[config.mk]
export PLATFORM = sky130hd
export DESIGN_NAME = mat4_inverse_top
export DESIGN_NICKNAME = d
export VERILOG_FILES = /design/src/hw/rtl/mi4_pkg.sv /design/src/hw/rtl/mi4_mac.sv /design/src/hw/rtl/mi4_div.sv /design/src/hw/rtl/mat4_inverse_top.sv
export SDC_FILE = /design/constraint.sdc
export NUM_CORES = 2
export LEC_CHECK = 0
export CAP_MARGIN = 20
export CORE_MARGIN = 1
export CORE_UTILIZATION = 30
export DETAILED_ROUTE_END_ITERATION = 16
export DONT_BUFFER_PORTS = 1
export PLACE_DENSITY = 0.43
export SLEW_MARGIN = 10
export SYNTH_ARGS = -nofsm -noshare
export SYNTH_HDL_FRONTEND = slang
export SYNTH_HIERARCHICAL = 1
export SYNTH_SLANG_ARGS = --single-unit
export TNS_END_PERCENT = 100
[constraint.sdc]
create_clock -name i_clk -period 16.6 [get_ports i_clk]
set_input_delay 0 -clock i_clk [delete_from_list [all_inputs] [get_ports i_clk]]
set_output_delay 0 -clock i_clk [all_outputs]
set_load 0.005 [all_outputs]
[src/hw/rtl/mi4_pkg.sv]
// mi4_pkg: shared types and constant index tables for the 4x4 matrix inverse
// holds the sequencer state enum, the mac control struct and cofactor tables
// no dependencies
`default_nettype none

package mi4_pkg;

    // sequencer states
    typedef enum logic [3:0] {
        ST_LOAD,
        ST_SUB_A,
        ST_SUB_B,
        ST_SUB_RUN,
        ST_DET_A,
        ST_DET_B,
        ST_DET_RUN,
        ST_DET_END,
        ST_ADJ_A,
        ST_ADJ_B,
        ST_ADJ_RUN,
        ST_DIV_GO,
        ST_DIV_RUN,
        ST_SING,
        ST_OUT
    } t_state;

    // control of the shared multiply-accumulate unit
    typedef struct packed {
        logic start;
        logic clear;
        logic neg;
    } t_mac_ctl;

    localparam int NUM_ELEM = 16;
    localparam int NUM_SUB  = 12;
    localparam int NUM_DET  = 6;
    localparam int NUM_TERM = 3;

    // 2x2 sub-determinants: s = m[p]*m[q] - m[r]*m[t]
    localparam logic [3:0] SUB_TAB [NUM_SUB][4] = '{
        '{4'd0, 4'd5, 4'd1, 4'd4},   '{4'd0, 4'd6, 4'd2, 4'd4},
        '{4'd0, 4'd7, 4'd3, 4'd4},   '{4'd1, 4'd6, 4'd2, 4'd5},
        '{4'd1, 4'd7, 4'd3, 4'd5},   '{4'd2, 4'd7, 4'd3, 4'd6},
        '{4'd8, 4'd13, 4'd9, 4'd12}, '{4'd8, 4'd14, 4'd10, 4'd12},
        '{4'd8, 4'd15, 4'd11, 4'd12}, '{4'd9, 4'd14, 4'd10, 4'd13},
        '{4'd9, 4'd15, 4'd11, 4'd13}, '{4'd10, 4'd15, 4'd11, 4'd14}
    };

    // determinant: sum of +/- s[a]*s[b]
    localparam logic [3:0] DET_TAB [NUM_DET][2] = '{
        '{4'd0, 4'd11}, '{4'd1, 4'd10}, '{4'd2, 4'd9},
        '{4'd3, 4'd8},  '{4'd4, 4'd7},  '{4'd5, 4'd6}
    };
    localparam logic DET_NEG [NUM_DET] = '{1'b0, 1'b1, 1'b0, 1'b0, 1'b1, 1'b0};

    // adjugate entry k: sum of three terms +/- m[mi]*s[si]
    localparam logic [3:0] ADJ_MI [NUM_ELEM][NUM_TERM] = '{
        '{4'd5, 4'd6, 4'd7},    '{4'd2, 4'd1, 4'd3},
        '{4'd13, 4'd14, 4'd15}, '{4'd10, 4'd9, 4'd11},
        '{4'd6, 4'd4, 4'd7},    '{4'd0, 4'd2, 4'd3},
        '{4'd14, 4'd12, 4'd15}, '{4'd8, 4'd10, 4'd11},
        '{4'd4, 4'd5, 4'd7},    '{4'd1, 4'd0, 4'd3},
        '{4'd12, 4'd13, 4'd15}, '{4'd9, 4'd8, 4'd11},
        '{4'd5, 4'd4, 4'd6},    '{4'd0, 4'd1, 4'd2},
        '{4'd13, 4'd12, 4'd14}, '{4'd8, 4'd9, 4'd10}
    };
    localparam logic [3:0] ADJ_SI [NUM_ELEM][NUM_TERM] = '{
        '{4'd11, 4'd10, 4'd9}, '{4'd10, 4'd11, 4'd9},
        '{4'd5, 4'd4, 4'd3},   '{4'd4, 4'd5, 4'd3},
        '{4'd8, 4'd11, 4'd7},  '{4'd11, 4'd8, 4'd7},
        '{4'd2, 4'd5, 4'd1},   '{4'd5, 4'd2, 4'd1},
        '{4'd10, 4'd8, 4'd6},  '{4'd8, 4'd10, 4'd6},
        '{4'd4, 4'd2, 4'd0},   '{4'd2, 4'd4, 4'd0},
        '{4'd7, 4'd9, 4'd6},   '{4'd9, 4'd7, 4'd6},
        '{4'd1, 4'd3, 4'd0},   '{4'd3, 4'd1, 4'd0}
    };
    // sign of the third adjugate term (first is always added, second subtracted)
    localparam logic ADJ_NEG3 [NUM_ELEM] = '{
        1'b0, 1'b1, 1'b0, 1'b1, 1'b1, 1'b0, 1'b1, 1'b0,
        1'b0, 1'b1, 1'b0, 1'b1, 1'b1, 1'b0, 1'b1, 1'b0
    };

endpackage

`default_nettype wire

[src/hw/rtl/mi4_mac.sv]
// mi4_mac: shift-add signed multiply-accumulate, one multiplier bit per cycle
// accumulates +/- mcand * mplier into a wide two's complement accumulator
// depends on mi4_pkg
`default_nettype none

module mi4_mac #(
    parameter int AW = 164,
    parameter int MB = 66
) (
    input  wire logic              i_clk,
    input  wire logic              i_rst_n,
    input  wire mi4_pkg::t_mac_ctl i_ctl,
    input  wire logic [AW-1:0]     i_mcand,
    input  wire logic [MB-1:0]     i_mplier,
    output logic                   o_busy,
    output logic [AW-1:0]          o_acc
);
    import mi4_pkg::*;

    localparam int CW = $clog2(MB + 1);

    logic [AW-1:0] r_a;
    logic [MB-1:0] r_b;
    logic [CW-1:0] r_cnt;
    logic          r_neg;
    logic [AW-1:0] r_acc;
    logic          w_sub;

    // the top multiplier bit carries negative weight
    assign w_sub  = r_neg ^ (r_cnt == CW'(1));
    assign o_busy = (r_cnt != '0);
    assign o_acc  = r_acc;

    // iteration counter
    always_ff @(posedge i_clk) begin
        if (!i_rst_n) begin
            r_cnt <= '0;
        end else if (i_ctl.start) begin
            r_cnt <= CW'(MB);
        end else if (o_busy) begin
            r_cnt <= r_cnt - CW'(1);
        end
    end

    // operand shift and accumulate
    always_ff @(posedge i_clk) begin
        if (i_ctl.start) begin
            r_a   <= i_mcand;
            r_b   <= i_mplier;
            r_neg <= i_ctl.neg;
            if (i_ctl.clear) begin
                r_acc <= '0;
            end
        end else if (o_busy) begin
            r_a <= {r_a[AW-2:0], 1'b0};
            r_b <= {1'b0, r_b[MB-1:1]};
            if (r_b[0]) begin
                r_acc <= w_sub ? (r_acc - r_a) : (r_acc + r_a);
            end
        end
    end

endmodule

`default_nettype wire

[src/hw/rtl/mi4_div.sv]
// mi4_div: restoring unsigned divider, one quotient bit per cycle
// quotient of two AW-bit non-negative values, remainder discarded
// depends on mi4_pkg
`default_nettype none

module mi4_div #(
    parameter int AW = 164
) (
    input  wire logic          i_clk,
    input  wire logic          i_rst_n,
    input  wire logic          i_start,
    input  wire logic [AW-1:0] i_num,
    input  wire logic [AW-1:0] i_den,
    output logic               o_busy,
    output logic [AW-1:0]      o_quot
);
    import mi4_pkg::*;

    localparam int CW = $clog2(AW + 1);

    logic [AW-1:0] r_rem;
    logic [AW-1:0] r_q;
    logic [AW-1:0] r_den;
    logic [CW-1:0] r_cnt;
    logic [AW:0]   w_trial;
    logic [AW:0]   w_diff;

    assign w_trial = {r_rem, r_q[AW-1]};
    assign w_diff  = w_trial - {1'b0, r_den};
    assign o_busy  = (r_cnt != '0);
    assign o_quot  = r_q;

    // iteration counter
    always_ff @(posedge i_clk) begin
        if (!i_rst_n) begin
            r_cnt <= '0;
        end else if (i_start) begin
            r_cnt <= CW'(AW);
        end else if (o_busy) begin
            r_cnt <= r_cnt - CW'(1);
        end
    end

    // shift in dividend bits, subtract when the divisor fits
    always_ff @(posedge i_clk) begin
        if (i_start) begin
            r_rem <= '0;
            r_q   <= i_num;
            r_den <= i_den;
        end else if (o_busy) begin
            if (!w_diff[AW]) begin
                r_rem <= w_diff[AW-1:0];
                r_q   <= {r_q[AW-2:0], 1'b1};
            end else begin
                r_rem <= w_trial[AW-1:0];
                r_q   <= {r_q[AW-2:0], 1'b0};
            end
        end
    end

endmodule

`default_nettype wire

[src/hw/rtl/mat4_inverse_top.sv]
// a matrix enters as 16 input beats, then the sub-determinants and the determinant are
//   formed, and each of the 16 result beats follows its own adjugate entry and divide
// a singular matrix skips the adjugate: results follow the determinant directly
// throughput: one matrix at a time, set by the bit-serial mac and divider
// reset: synchronous active low, clears sequencer, counters and output valid
`default_nettype none

module mat4_inverse_top #(
    parameter int ELEMENT_WIDTH = 32,
    parameter int FRACTION_BITS = 16
) (
    input  wire logic               i_clk,
    input  wire logic               i_rst_n,
    input  wire logic               i_valid,
    output logic                    o_ready,
    input  wire logic signed [31:0] i_element_value,
    output logic                    o_valid,
    input  wire logic               i_ready,
    output logic signed [31:0]      o_result_value,
    output logic [3:0]              o_result_index,
    output logic                    o_singular,
    output logic                    o_saturated,
    output logic                    o_last_result
);
    import mi4_pkg::*;

    localparam int W  = ELEMENT_WIDTH;
    localparam int F  = FRACTION_BITS;
    localparam int SW = 2 * W + 2;
    localparam int AW = 4 * W + 2 * F + 4;

    t_state          r_state, n_state;
    logic [3:0]      r_cnt;
    logic [3:0]      r_k;
    logic [2:0]      r_t;
    logic [W-1:0]    r_mat [NUM_ELEM];
    logic [SW-1:0]   r_s [NUM_SUB];
    logic [AW-1:0]   r_opa;
    logic [AW-1:0]   r_dabs;
    logic            r_dneg;
    logic            r_sing;
    logic            r_qneg;
    logic            r_ovalid;
    logic [31:0]     r_oval;
    logic [3:0]      r_oidx;
    logic            r_osing;
    logic            r_osat;

    t_mac_ctl        w_mac;
    logic            w_mac_busy;
    logic [AW-1:0]   w_acc;
    logic            w_div_start;
    logic            w_div_busy;
    logic [AW-1:0]   w_quot;
    logic [AW-1:0]   w_num;
    logic [AW-1:0]   w_acc_abs;
    logic [3:0]      m_addr;
    logic [3:0]      s_addr;
    logic [W-1:0]    m_rd;
    logic [SW-1:0]   s_rd;
    logic [SW-1:0]   w_mplier;
    logic            w_in_beat;
    logic            w_out_beat;
    logic            w_det_zero;
    logic            w_div_done;
    logic [W-1:0]    w_elem;
    logic [AW-1:0]   w_lim;
    logic [W-1:0]    w_qval;
    logic            w_qsat;
    logic [95:0]     w_wide_in;

    assign w_in_beat  = i_valid && o_ready;
    assign w_out_beat = r_ovalid && i_ready;
    assign w_det_zero = (w_acc == '0);
    assign w_div_done = (r_state == ST_DIV_RUN) && !w_div_busy;
    assign w_acc_abs  = w_acc[AW-1] ? (-w_acc) : w_acc;
    assign w_num      = w_acc_abs << (2 * F);
    assign w_wide_in  = 96'(unsigned'(i_element_value));
    assign w_elem     = w_wide_in[W-1:0];

    // store read ports, one address each per cycle
    always_comb begin
        m_addr = r_k;
        s_addr = '0;
        case (r_state)
            ST_SUB_A: m_addr = SUB_TAB[r_k][{r_t[0], 1'b0}];
            ST_SUB_B: m_addr = SUB_TAB[r_k][{r_t[0], 1'b1}];
            ST_DET_A: s_addr = DET_TAB[r_t][0];
            ST_DET_B: s_addr = DET_TAB[r_t][1];
            ST_ADJ_A: s_addr = ADJ_SI[r_k][r_t[1:0]];
            ST_ADJ_B: m_addr = ADJ_MI[r_k][r_t[1:0]];
            default:  m_addr = r_k;
        endcase
    end
    assign m_rd = r_mat[m_addr];
    assign s_rd = r_s[s_addr];

    // next state
    always_comb begin
        n_state = r_state;
        case (r_state)
            ST_LOAD:    if (w_in_beat && r_cnt == 4'd15) n_state = ST_SUB_A;
            ST_SUB_A:   n_state = ST_SUB_B;
            ST_SUB_B:   n_state = ST_SUB_RUN;
            ST_SUB_RUN: begin
                if (!w_mac_busy) begin
                    if (r_t[0] && r_k == 4'(NUM_SUB - 1)) n_state = ST_DET_A;
                    else                                  n_state = ST_SUB_A;
                end
            end
            ST_DET_A:   n_state = ST_DET_B;
            ST_DET_B:   n_state = ST_DET_RUN;
            ST_DET_RUN: begin
                if (!w_mac_busy) begin
                    n_state = (r_t == 3'(NUM_DET - 1)) ? ST_DET_END : ST_DET_A;
                end
            end
            ST_DET_END: n_state = w_det_zero ? ST_SING : ST_ADJ_A;
            ST_ADJ_A:   n_state = ST_ADJ_B;
            ST_ADJ_B:   n_state = ST_ADJ_RUN;
            ST_ADJ_RUN: begin
                if (!w_mac_busy) begin
                    n_state = (r_t == 3'(NUM_TERM - 1)) ? ST_DIV_GO : ST_ADJ_A;
                end
            end
            ST_DIV_GO:  n_state = ST_DIV_RUN;
            ST_DIV_RUN: if (!w_div_busy) n_state = ST_OUT;
            ST_SING:    n_state = ST_OUT;
            ST_OUT: begin
                if (w_out_beat) begin
                    if (r_k == 4'd15) n_state = ST_LOAD;
                    else              n_state = r_sing ? ST_SING : ST_ADJ_A;
                end
            end
            default:    n_state = ST_LOAD;
        endcase
    end

    // unit controls
    always_comb begin
        w_mac       = '0;
        w_div_start = 1'b0;
        w_mplier    = SW'(signed'(m_rd));
        o_ready     = 1'b0;
        case (r_state)
            ST_LOAD:  o_ready = 1'b1;
            ST_SUB_B: begin
                w_mac.start = 1'b1;
                w_mac.clear = !r_t[0];
                w_mac.neg   = r_t[0];
            end
            ST_DET_B: begin
                w_mac.start = 1'b1;
                w_mac.clear = (r_t == '0);
                w_mac.neg   = DET_NEG[r_t];
                w_mplier    = s_rd;
            end
            ST_ADJ_B: begin
                w_mac.start = 1'b1;
                w_mac.clear = (r_t == '0);
                w_mac.neg   = (r_t == 3'd1) || (r_t == 3'd2 && ADJ_NEG3[r_k]);
            end
            ST_DIV_GO: w_div_start = 1'b1;
            default:   w_mac = '0;
        endcase
    end

    // state and counters
    always_ff @(posedge i_clk) begin
        if (!i_rst_n) begin
            r_state <= ST_LOAD;
            r_cnt   <= '0;
            r_k     <= '0;
            r_t     <= '0;
        end else begin
            r_state <= n_state;
            case (r_state)
                ST_LOAD: begin
                    if (w_in_beat) begin
                        r_cnt <= r_cnt + 4'd1;
                        r_k   <= '0;
                        r_t   <= '0;
                    end
                end
                ST_SUB_RUN: begin
                    if (!w_mac_busy) begin
                        if (r_t[0]) begin
                            r_t <= '0;
                            r_k <= (r_k == 4'(NUM_SUB - 1)) ? 4'd0 : r_k + 4'd1;
                        end else begin
                            r_t <= 3'd1;
                        end
                    end
                end
                ST_DET_RUN: if (!w_mac_busy) r_t <= r_t + 3'd1;
                ST_DET_END: begin
                    r_k <= '0;
                    r_t <= '0;
                end
                ST_ADJ_RUN: if (!w_mac_busy) r_t <= r_t + 3'd1;
                ST_DIV_GO:  r_t <= '0;
                ST_OUT:     if (w_out_beat) r_k <= r_k + 4'd1;
                default:    r_t <= r_t;
            endcase
        end
    end

    // matrix, sub-determinant and determinant storage, mac operand and quotient sign
    always_ff @(posedge i_clk) begin
        if (w_in_beat) begin
            r_mat[r_cnt] <= w_elem;
        end
        if (r_state == ST_SUB_A || r_state == ST_ADJ_A) begin
            r_opa <= (r_state == ST_SUB_A) ? AW'(signed'(m_rd)) : AW'(signed'(s_rd));
        end
        if (r_state == ST_DET_A) begin
            r_opa <= AW'(signed'(s_rd));
        end
        if (r_state == ST_SUB_RUN && !w_mac_busy && r_t[0]) begin
            r_s[r_k] <= w_acc[SW-1:0];
        end
        if (r_state == ST_DET_END) begin
            r_dabs <= w_acc_abs;
            r_dneg <= w_acc[AW-1];
        end
        if (r_state == ST_DIV_GO) begin
            r_qneg <= w_acc[AW-1] ^ r_dneg;
        end
    end

    // singular flag is control state for the emit loop
    always_ff @(posedge i_clk) begin
        if (!i_rst_n) begin
            r_sing <= 1'b0;
        end else if (r_state == ST_DET_END) begin
            r_sing <= w_det_zero;
        end
    end

    // quotient saturation to the element range
    always_comb begin
        w_lim  = AW'(1) << (W - 1);
        w_qsat = r_qneg ? (w_quot > w_lim) : (w_quot >= w_lim);
        if (w_qsat) begin
            w_qval = r_qneg ? {1'b1, {(W-1){1'b0}}} : {1'b0, {(W-1){1'b1}}};
        end else begin
            w_qval = r_qneg ? (-w_quot[W-1:0]) : w_quot[W-1:0];
        end
    end

    // output beat register
    always_ff @(posedge i_clk) begin
        if (!i_rst_n) begin
            r_ovalid <= 1'b0;
        end else if (w_div_done || r_state == ST_SING) begin
            r_ovalid <= 1'b1;
        end else if (w_out_beat) begin
            r_ovalid <= 1'b0;
        end
    end

    always_ff @(posedge i_clk) begin
        if (w_div_done) begin
            r_oval  <= 32'(96'(w_qval));
            r_oidx  <= r_k;
            r_osing <= 1'b0;
            r_osat  <= w_qsat;
        end else if (r_state == ST_SING) begin
            r_oval  <= 32'(96'(m_rd));
            r_oidx  <= r_k;
            r_osing <= 1'b1;
            r_osat  <= 1'b0;
        end
    end

    assign o_valid        = r_ovalid;
    assign o_result_value = r_oval;
    assign o_result_index = r_oidx;
    assign o_singular     = r_osing;
    assign o_saturated    = r_osat;
    assign o_last_result  = (r_oidx == 4'd15);

    mi4_mac #(
        .AW(AW),
        .MB(SW)
    ) u_mac (
        .i_clk    (i_clk),
        .i_rst_n  (i_rst_n),
        .i_ctl    (w_mac),
        .i_mcand  (r_opa),
        .i_mplier (w_mplier),
        .o_busy   (w_mac_busy),
        .o_acc    (w_acc)
    );

    mi4_div #(
        .AW(AW)
    ) u_div (
        .i_clk   (i_clk),
        .i_rst_n (i_rst_n),
        .i_start (w_div_start),
        .i_num   (w_num),
        .i_den   (r_dabs),
        .o_busy  (w_div_busy),
        .o_quot  (w_quot)
    );

    // a result beat is only offered while the sequencer waits on it
    a_valid_in_out: assert property (@(posedge i_clk) disable iff (!i_rst_n)
        r_ovalid |-> (r_state == ST_OUT))
        else $error("result beat outside output wait");

    // a passed-through element is never flagged as clamped
    a_sing_no_sat: assert property (@(posedge i_clk) disable iff (!i_rst_n)
        (r_ovalid && r_osing) |-> !r_osat)
        else $error("singular result flagged saturated");

    // the final result beat returns the block to loading with an empty count
    a_last_returns: assert property (@(posedge i_clk) disable iff (!i_rst_n)
        (r_state == ST_OUT && w_out_beat && r_k == 4'd15)
            |=> (r_state == ST_LOAD && r_cnt == 4'd0))
        else $error("run did not end in load state");

    // units are never restarted while running
    a_no_restart: assert property (@(posedge i_clk) disable iff (!i_rst_n)
        !(w_mac.start && w_mac_busy) && !(w_div_start && w_div_busy))
        else $error("shared unit restarted while busy");

endmodule

`default_nettype wire
# Word level (Yosys, flattened, before mapping)
# Memories as Yosys holds them, arrays and structs flattened.
# Index checks and enable logic that the tools add are counted.
# Widths: inputs -> output; s select.
dict set report totals {
  elab_cells 219
  mem_bits_rw 1304
  regBits 1287
  n_memories 8
  romBits 728
}
# memory depth word_bits rd rd_ports_with_merged_regs write_ports line_no
set mem_list {}
lappend mem_list {r_s 12 66 1 0 1 mat4_inverse_top.sv:37} ;# logic [SW-1:0] r_s [NUM_SUB];
lappend mem_list {r_mat 16 32 1 0 1 mat4_inverse_top.sv:36} ;# logic [W-1:0] r_mat [NUM_ELEM];
lappend mem_list {{(no name shown)} 16 16 1 0 0 mat4_inverse_top.sv:87} ;# ST_SUB_B: m_addr = SUB_TAB[r_k][{r_t[0], 1'b1}];
lappend mem_list {{(no name shown)} 16 12 1 0 0 mat4_inverse_top.sv:91} ;# ST_ADJ_B: m_addr = ADJ_MI[r_k][r_t[1:0]];
lappend mem_list {{(no name shown)} 16 12 1 0 0 mat4_inverse_top.sv:90} ;# ST_ADJ_A: s_addr = ADJ_SI[r_k][r_t[1:0]];
lappend mem_list {{(no name shown)} 8 8 1 0 0 mat4_inverse_top.sv:89} ;# ST_DET_B: s_addr = DET_TAB[r_t][1];
lappend mem_list {{2 more memories} - - - - - -}
dict set report classes {
  n_addsub 10
  magnitude_cmp 7
  n_eq_ne 32
  bitwise 8
  reduce_logical 36
  mux 91
}
# op count
set ops {}
lappend ops {{$mux 164} 13}
lappend ops {{$mux 66} 3}
lappend ops {{$sub 165x164->165} 1}
lappend ops {{$add 164x164->164} 1}
lappend ops {{$ge 164x32->1 const B} 1}
lappend ops {{$gt 164x32->1 const B} 1}
lappend ops {{$logic_not 164->1} 1}
lappend ops {{$neg 164->164} 1}
lappend ops {{$sub 164x164->164} 1}
lappend ops {{$mux 163} 1}
lappend ops {{$mux 32} 5}
lappend ops {{$mux 4} 22}
lappend ops {{$pmux 4 s15} 1}
lappend ops {{$mux 12} 4}
lappend ops {{$eq 4x4->1 const B} 11}
lappend ops {{$bmux 4 s2} 4}
lappend ops {{$mux 16} 2}
lappend ops {{$mux 8} 4}
lappend ops {{$neg 32->32} 1}
lappend ops {{$pmux 4 s3} 2}
lappend ops {{$ne 2x2->1 const B} 10}
lappend ops {{$mux 3} 6}
lappend ops {{$mux 1} 17}
lappend ops {{$eq 4x3->1 const B} 4}
lappend ops {{other kinds (38)} 67}

# Logic depth before layout (Yosys ltp)
# An unclocked memory read counts as a cell.
dict set report depth {
  depth_word 12
  mapped_depth 26
  ltp_nobuf 25
}

# Hierarchy
# Netlist, hierarchy kept.
# mod cells_per_inst seq_area_each_um2 area_per_inst_um2 n_inst
set modules_own_cells {}
lappend modules_own_cells {mat4_inverse_top 4795 47595.6 69031.2 1}
lappend modules_own_cells {mi4_div 3498 13292.7 32032.0 1}
lappend modules_own_cells {mi4_mac 3369 12001.5 31297.5 1}

# Worst setup path before layout
# Ideal clock, no wire load.
dict set report synth_timing {
  path_type {reg2reg}
  from {register r_state[1]}
  to {register u_mac.r_acc[0] (netlist: u_mac/o_acc[0]), enable pin}
  path_stages_with_launch 12
  n_path_buf 7
  path_slack_ps 1803
  required_time_ps 15686
  arrival_time_ps 13883
  cell_sequence {dfxtp_1 clkbuf_1 clkbuf_1 clkbuf_1 buf_1 nor2_1 a21oi_1 o21ai_0 clkbuf_1 clkbuf_1 clkbuf_1 o21ai_0}
}
# element line_no
set synth_rtl {}
lappend synth_rtl {{start, declared} mat4_inverse_top.sv:32} ;# t_state r_state, n_state;
lappend synth_rtl {{start signal, assigned} mat4_inverse_top.sv:176} ;# r_state <= n_state;
lappend synth_rtl {{end signal, assigned} mi4_mac.sv:58} ;# r_acc <= w_sub ? (r_acc - r_a) : (r_acc + r_a);
lappend synth_rtl {{end, declared} mi4_mac.sv:26} ;# logic [AW-1:0] r_acc;

# Final worst setup path
dict set report layout_timing {
  from {register u_mac.r_a[0]}
  to {register u_mac.r_acc[162] (netlist: u_mac/o_acc[162]), data pin}
}
dict set report layout_between {
  elab_chain_cells 5
  word_cells_on_any_way 6
  classes_between {add/sub (2); mux (4)}
}
# element line_no
set layout_rtl {}
lappend layout_rtl {{start, declared} mi4_mac.sv:22} ;# logic [AW-1:0] r_a;
lappend layout_rtl {{start signal, assigned} mi4_mac.sv:48} ;# r_a <= i_mcand;
lappend layout_rtl {{start signal, assigned} mi4_mac.sv:55} ;# r_a <= {r_a[AW-2:0], 1'b0};
lappend layout_rtl {{$add 164x164->164 / $sub 164x164->164 (equally long branches)} mi4_mac.sv:58}
lappend layout_rtl {{$mux 164 (*)} mi4_mac.sv:58}
lappend layout_rtl {{$mux 164 (*)} mi4_mac.sv:57} ;# if (r_b[0]) begin
lappend layout_rtl {{$mux 164 (*)} mi4_mac.sv:54} ;# end else if (o_busy) begin
lappend layout_rtl {{$mux 164 (*)} mi4_mac.sv:47} ;# if (i_ctl.start) begin
# Every way passes the cells marked *; elsewhere a longest branch is shown, timed or not. The select of a mux whose other input is x is not followed.
# A chain may end at the register's enable or synchronous reset.

==> flow_summary.html <==
<table>
<tr><th>Metric</th><th>Value</th></tr>
<tr><th colspan="2">Timing</th></tr>
<tr><td>Skew final</td><td>0.108 ns</td></tr>
<tr><td>Final Hold Viols</td><td>0</td></tr>
<tr><td>Setup slack after layout</td><td>7.81 ns</td></tr>
<tr><td>Worst hold slack</td><td>0.0778 ns</td></tr>
<tr><td>Unrepaired setup endpoints after global routing</td><td>no</td></tr>
<tr><td>Time the worst path needs with I/O delays and setup</td><td>8.79 ns</td></tr>
<tr><td>Final slew viol count</td><td>0</td></tr>
<tr><td>Setup TNS after final layout</td><td>0 ns</td></tr>
<tr><td>Worst Tran Pin Value</td><td>1.23 ns</td></tr>
<tr><td>Highest clock rate</td><td>114 MHz</td></tr>
<tr><td>Setup-failing EPs final</td><td>0</td></tr>
<tr><td>Ratio of final minimum period to clock period</td><td>0.529</td></tr>
<tr><td>Worst slew slack as a fraction of its limit</td><td>0.174</td></tr>
<tr><th colspan="2">Place</th></tr>
<tr><td>Detailed placement HPWL</td><td>348,000 um</td></tr>
<tr><td>Post-Place Setup Slack</td><td>8.01 ns</td></tr>
<tr><td>Gpl congestion</td><td>0.931</td></tr>
<tr><td>Placed cell area</td><td>139,000 um^2</td></tr>
<tr><td>Number of instances in the placed design</td><td>17,100</td></tr>
<tr><td>Count of port buffers added during placement</td><td>0</td></tr>
<tr><th colspan="2">Final layout</th></tr>
<tr><td>Ratio of cells with drive above 1 in the final layout</td><td>0.123</td></tr>
<tr><td>Share of the core filled with cells in the final layout</td><td>0.342</td></tr>
<tr><td>Post-Layout Cell Count</td><td>17,700</td></tr>
<tr><td>Final Net Count</td><td>12,000</td></tr>
<tr><td>Area Growth Syn to Fin</td><td>13.4%</td></tr>
<tr><td>Cell area after layout</td><td>150,000 um^2</td></tr>
<tr><th colspan="2">Worst hold path</th></tr>
<tr><td>Worst hold stages</td><td>1</td></tr>
<tr><td>Hold Crit Start</td><td>i_element_value[21]</td></tr>
<tr><td>Hold crit path type</td><td>input pin to register</td></tr>
<tr><td>End of the worst hold path</td><td>r_mat[5][21]</td></tr>
<tr><th colspan="2">Critical path</th></tr>
<tr><td>Type of element capturing the critical path</td><td>register</td></tr>
<tr><td>Crit Reg-Reg Endpoint</td><td>u_mac/o_acc[162]</td></tr>
<tr><td>Startpoint of the most critical register-to-register path</td><td>u_mac/r_a[0]</td></tr>
<tr><td>Endpoint required time on the critical path</td><td>17.33 ns</td></tr>
<tr><td>R2R setup slack</td><td>7.81 ns</td></tr>
<tr><td>Category of the critical setup timing path</td><td>register to register</td></tr>
<tr><td>Worst Path Max Fanout</td><td>8</td></tr>
<tr><td>Logic depth of the worst register-to-register path</td><td>24</td></tr>
<tr><td>Startpoint types</td><td>register</td></tr>
<tr><td>Worst path arrival time</td><td>9.52 ns</td></tr>
<tr><th colspan="2">Global route</th></tr>
<tr><td>Vias in the first global route</td><td>96,900</td></tr>
<tr><td>Global routing usage on met2</td><td>0.349</td></tr>
<tr><td>Antenna violations before repair</td><td>41</td></tr>
<tr><td>Met1 usage</td><td>0.297</td></tr>
<tr><td>Global-route wire length before repair</td><td>705,000 um</td></tr>
<tr><td>Most used routing layer in global routing</td><td>met2</td></tr>
<tr><td>Remaining global-route overflow</td><td>0</td></tr>
<tr><td>Pin count of the biggest net entering global routing</td><td>165</td></tr>
<tr><td>GR Util All Layers</td><td>0.216</td></tr>
<tr><td>Met3 Resource Use GR</td><td>0.0355</td></tr>
<tr><th colspan="2">Run</th></tr>
<tr><td>Max-capacitance violation count</td><td>0</td></tr>
<tr><th colspan="2">Clock tree</th></tr>
<tr><td>Clk root buf</td><td>sky130_fd_sc_hd__clkbuf_16</td></tr>
<tr><td>Worst-skew pair later-pin latency</td><td>0.97 ns</td></tr>
<tr><td>CTS clock-pin slew for the worst setup and hold paths</td><td>0.06 ns</td></tr>
<tr><td>Number of clock buffers inserted by TritonCTS</td><td>300</td></tr>
<tr><td>Sink Count</td><td>2,493</td></tr>
<tr><td>TritonCTS clock tree</td><td>yes</td></tr>
<tr><td>Post-CTS Repair Setup Buffers</td><td>0</td></tr>
<tr><td>Number of H-tree branching levels</td><td>5</td></tr>
<tr><td>Worst-case clock buffer depth</td><td>4</td></tr>
<tr><th colspan="2">Die</th></tr>
<tr><td>Floorplan row count</td><td>243</td></tr>
<tr><td>Number of top-level pins</td><td>77</td></tr>
<tr><td>Chip height</td><td>666 um</td></tr>
<tr><td>Overall die width</td><td>666 um</td></tr>
<tr><td>Core region area</td><td>439,000 um^2</td></tr>
<tr><td>Floorplan die area</td><td>444,000 um^2</td></tr>
<tr><td>Initial core utilization</td><td>0.302</td></tr>
<tr><th colspan="2">Synth</th></tr>
<tr><td>Share of flip-flops with an asynchronous set or reset after synthesis</td><td>0</td></tr>
<tr><td>Share of the synthesized area in the top cell type</td><td>0.521</td></tr>
<tr><td>Sequential area share after synthesis</td><td>0.551</td></tr>
<tr><td>Ys flop type</td><td>sky130_fd_sc_hd__edfxtp_1</td></tr>
<tr><td>Register bit count reported by yosys</td><td>2,493</td></tr>
<tr><td>Dominant cell type by area after synthesis</td><td>sky130_fd_sc_hd__edfxtp_1</td></tr>
<tr><td>Count of flip-flops with a built-in enable after synthesis</td><td>2,296</td></tr>
<tr><td>Syn. warnings</td><td>6</td></tr>
<tr><td>Top cells by area in the synthesized netlist</td><td>sky130_fd_sc_hd__edfxtp_1 52%, sky130_fd_sc_hd__mux2_2 4.0%, sky130_fd_sc_hd__mux2i_1 3.5%, sky130_fd_sc_hd__ha_1 3.3%, sky130_fd_sc_hd__nand2_1 3.2%</td></tr>
<tr><td>Post-Syn Instances</td><td>11,700</td></tr>
<tr><td>Per-instance average area after synthesis</td><td>11.3 um^2</td></tr>
<tr><td>Cell variety after synth</td><td>120</td></tr>
<tr><td>Post-synthesis instance area</td><td>132,000 um^2</td></tr>
<tr><th colspan="2">Route</th></tr>
<tr><td>Starting DRC count in detailed routing</td><td>9,143</td></tr>
<tr><td>Overall via count from detail_route</td><td>98,300</td></tr>
<tr><td>Detailed-route wire length</td><td>497,000 um</td></tr>
<tr><td>Via density</td><td>5.54</td></tr>
<tr><td>Average routed wire per standard cell</td><td>28.0 um</td></tr>
<tr><td>DRC errors left</td><td>0</td></tr>
<tr><td>Detail Route Antenna Nets</td><td>0</td></tr>
<tr><td>First-pass iteration count of the detailed router</td><td>8</td></tr>
<tr><th colspan="2">Power and ir drop</th></tr>
<tr><td>Total power density per cell area</td><td>222 nW/um^2</td></tr>
<tr><td>Total Power Consumption</td><td>33.3 mW</td></tr>
<tr><td>Leakage component of the power</td><td>49.6 nW</td></tr>
<tr><td>Peak VDD IR</td><td>0.165 mV</td></tr>
<tr><th colspan="2">Status</th></tr>
<tr><td>Outcome</td><td>complete, no violations</td></tr>
</table>
==> critical path: stages (launching register included) <==
cell and delay (ns):
sky130_fd_sc_hd__edfxtp_1 0.45, sky130_fd_sc_hd__inv_1 0.12, sky130_fd_sc_hd__ha_1 0.19, sky130_fd_sc_hd__or4b_1 0.50, sky130_fd_sc_hd__nor3_2 0.44, sky130_fd_sc_hd__nand2_2 0.26
sky130_fd_sc_hd__nor4b_4 0.57, sky130_fd_sc_hd__and2_1 0.51, sky130_fd_sc_hd__nand2_1 0.13, sky130_fd_sc_hd__o21ai_0 0.80, sky130_fd_sc_hd__buf_4 0.26, sky130_fd_sc_hd__nand2_1 0.10
sky130_fd_sc_hd__a21oi_1 0.20, sky130_fd_sc_hd__xor2_1 0.23, sky130_fd_sc_hd__ha_1 0.37, sky130_fd_sc_hd__nand2_1 0.13, sky130_fd_sc_hd__o21ai_0 0.14, sky130_fd_sc_hd__o21bai_1 0.24
sky130_fd_sc_hd__a221oi_1 0.42, sky130_fd_sc_hd__o21ai_0 0.22, sky130_fd_sc_hd__nor4_1 0.87, sky130_fd_sc_hd__a2111oi_0 0.42, sky130_fd_sc_hd__or2_2 0.43, sky130_fd_sc_hd__a31oi_1 0.21
sky130_fd_sc_hd__mux2_2 0.36
==> layer usage <==
metal  vias to the layer above  wire (um)
met2                      3522     227000
met5                         -         41
met3                       690      32400
li1                      44300          -
met4                         6      15600
met1                     49800     221000
==> worst max path at each step <==
stage                 startpoint               end  slack [ns]
finish              u_mac/r_a[0]  u_mac/o_acc[162]        7.81
global route        u_mac/r_a[0]  u_mac/o_acc[162]        7.48
CTS                 u_mac/r_a[0]  u_mac/o_acc[162]        8.00
detailed placement  u_mac/r_a[0]  u_mac/o_acc[162]        8.01
global placement    u_mac/r_a[0]  u_mac/o_acc[162]        7.95
floorplan             r_state[1]    u_mac/o_acc[0]        1.80
==> registers in the layout, summed over array words and instances (netlist names), 32 cells and up <==
register        cells
o_result_value     32
r_dabs            164
r_mat             512
r_opa              66
r_s               792
u_div/o_quot      164
u_div/r_den       164
u_div/r_rem       164
u_mac/o_acc       164
u_mac/r_a         164
u_mac/r_b          66
==> cell families after synthesis <==
| group | count (synthesis) | share of synthesized area |
|---|---|---|
| AO/OA/AOI/OAI | 2908 | 0.146 |
| XOR/XNOR | 652 | 0.0431 |
| adder cells (fa/ha/maj) | 355 | 0.0337 |
| buffers and inverters | 995 | 0.0301 |
| flip-flops | 2493 | 0.551 |
| multiplexers | 939 | 0.0756 |
| other | 1 | 0.0000283 |
| AND/OR/NAND/NOR | 3319 | 0.121 |
==> cell type report <==
class / count / area [um^2]
multi-input combinational: 8205 / 56200
clock buffer: 362 / 7900
clock inverter: 182 / 2040
tap: 5880 / 7360
timing repair buffer: 287 / 2420
inverter: 333 / 1270
fill: 43500 / 289000
antenna: 6 / 15.0
sequential: 2493 / 72900
==> synth_stat cells (all sizes together), types with 136 or more instances <==
cell type,instances
a21oi,753
a311oi,145
buf,136
clkbuf,526
dfxtp,197
edfxtp,2296
ha,353
inv,331
mux2,476
mux2i,462
nand2,1133
nand4,205
nor2,845
nor3,285
nor4,165
o21ai,625
o22ai,173
xnor2,424
xor2,228
==> report_power, final <==
group	total (mW)	switching (mW)	internal (mW)
combinational	16.1	10.5	5.56
sequential	10.5	1.32	9.17
clock	6.71	2.82	3.89
==> placed cells by master, fill, tap and decap left out, types with 51 or more instances in the layout <==
cell                               n
sky130_fd_sc_hd__a211oi_1         94
sky130_fd_sc_hd__a21o_1          117
sky130_fd_sc_hd__a21oi_1         749
sky130_fd_sc_hd__a311oi_1         82
sky130_fd_sc_hd__a311oi_2         62
sky130_fd_sc_hd__a31oi_1          92
sky130_fd_sc_hd__a32oi_1          74
sky130_fd_sc_hd__and3_1           67
sky130_fd_sc_hd__buf_4           220
sky130_fd_sc_hd__clkbuf_1         51
sky130_fd_sc_hd__clkbuf_16       304
sky130_fd_sc_hd__clkinv_1         67
sky130_fd_sc_hd__dfxtp_1         196
sky130_fd_sc_hd__dlygate4sd3_1    52
sky130_fd_sc_hd__edfxtp_1       2296
sky130_fd_sc_hd__ha_1            353
sky130_fd_sc_hd__inv_1           325
sky130_fd_sc_hd__mux2_2          476
sky130_fd_sc_hd__mux2i_1         462
sky130_fd_sc_hd__nand2_1        1110
sky130_fd_sc_hd__nand2b_1         63
sky130_fd_sc_hd__nand3_1         117
sky130_fd_sc_hd__nand4_1         203
sky130_fd_sc_hd__nor2_1          817
sky130_fd_sc_hd__nor2b_1          57
sky130_fd_sc_hd__nor3_1          274
sky130_fd_sc_hd__nor4_1          131
sky130_fd_sc_hd__o21a_1          120
sky130_fd_sc_hd__o21ai_0         573
sky130_fd_sc_hd__o21bai_1        133
sky130_fd_sc_hd__o22ai_1         172
sky130_fd_sc_hd__o31ai_1         116
sky130_fd_sc_hd__or3_1            77
sky130_fd_sc_hd__or4_1            52
sky130_fd_sc_hd__xnor2_1         423
sky130_fd_sc_hd__xor2_1          227
==> timing repair <==
| action | in CTS | in global routing |
|---|---|---|
| resized for setup | 0 | 0 |
| hold buffers | 54 | 0 |
| endpoints found under the hold margin | 550 | 0 |
Power figures use the tool's default switching activity.
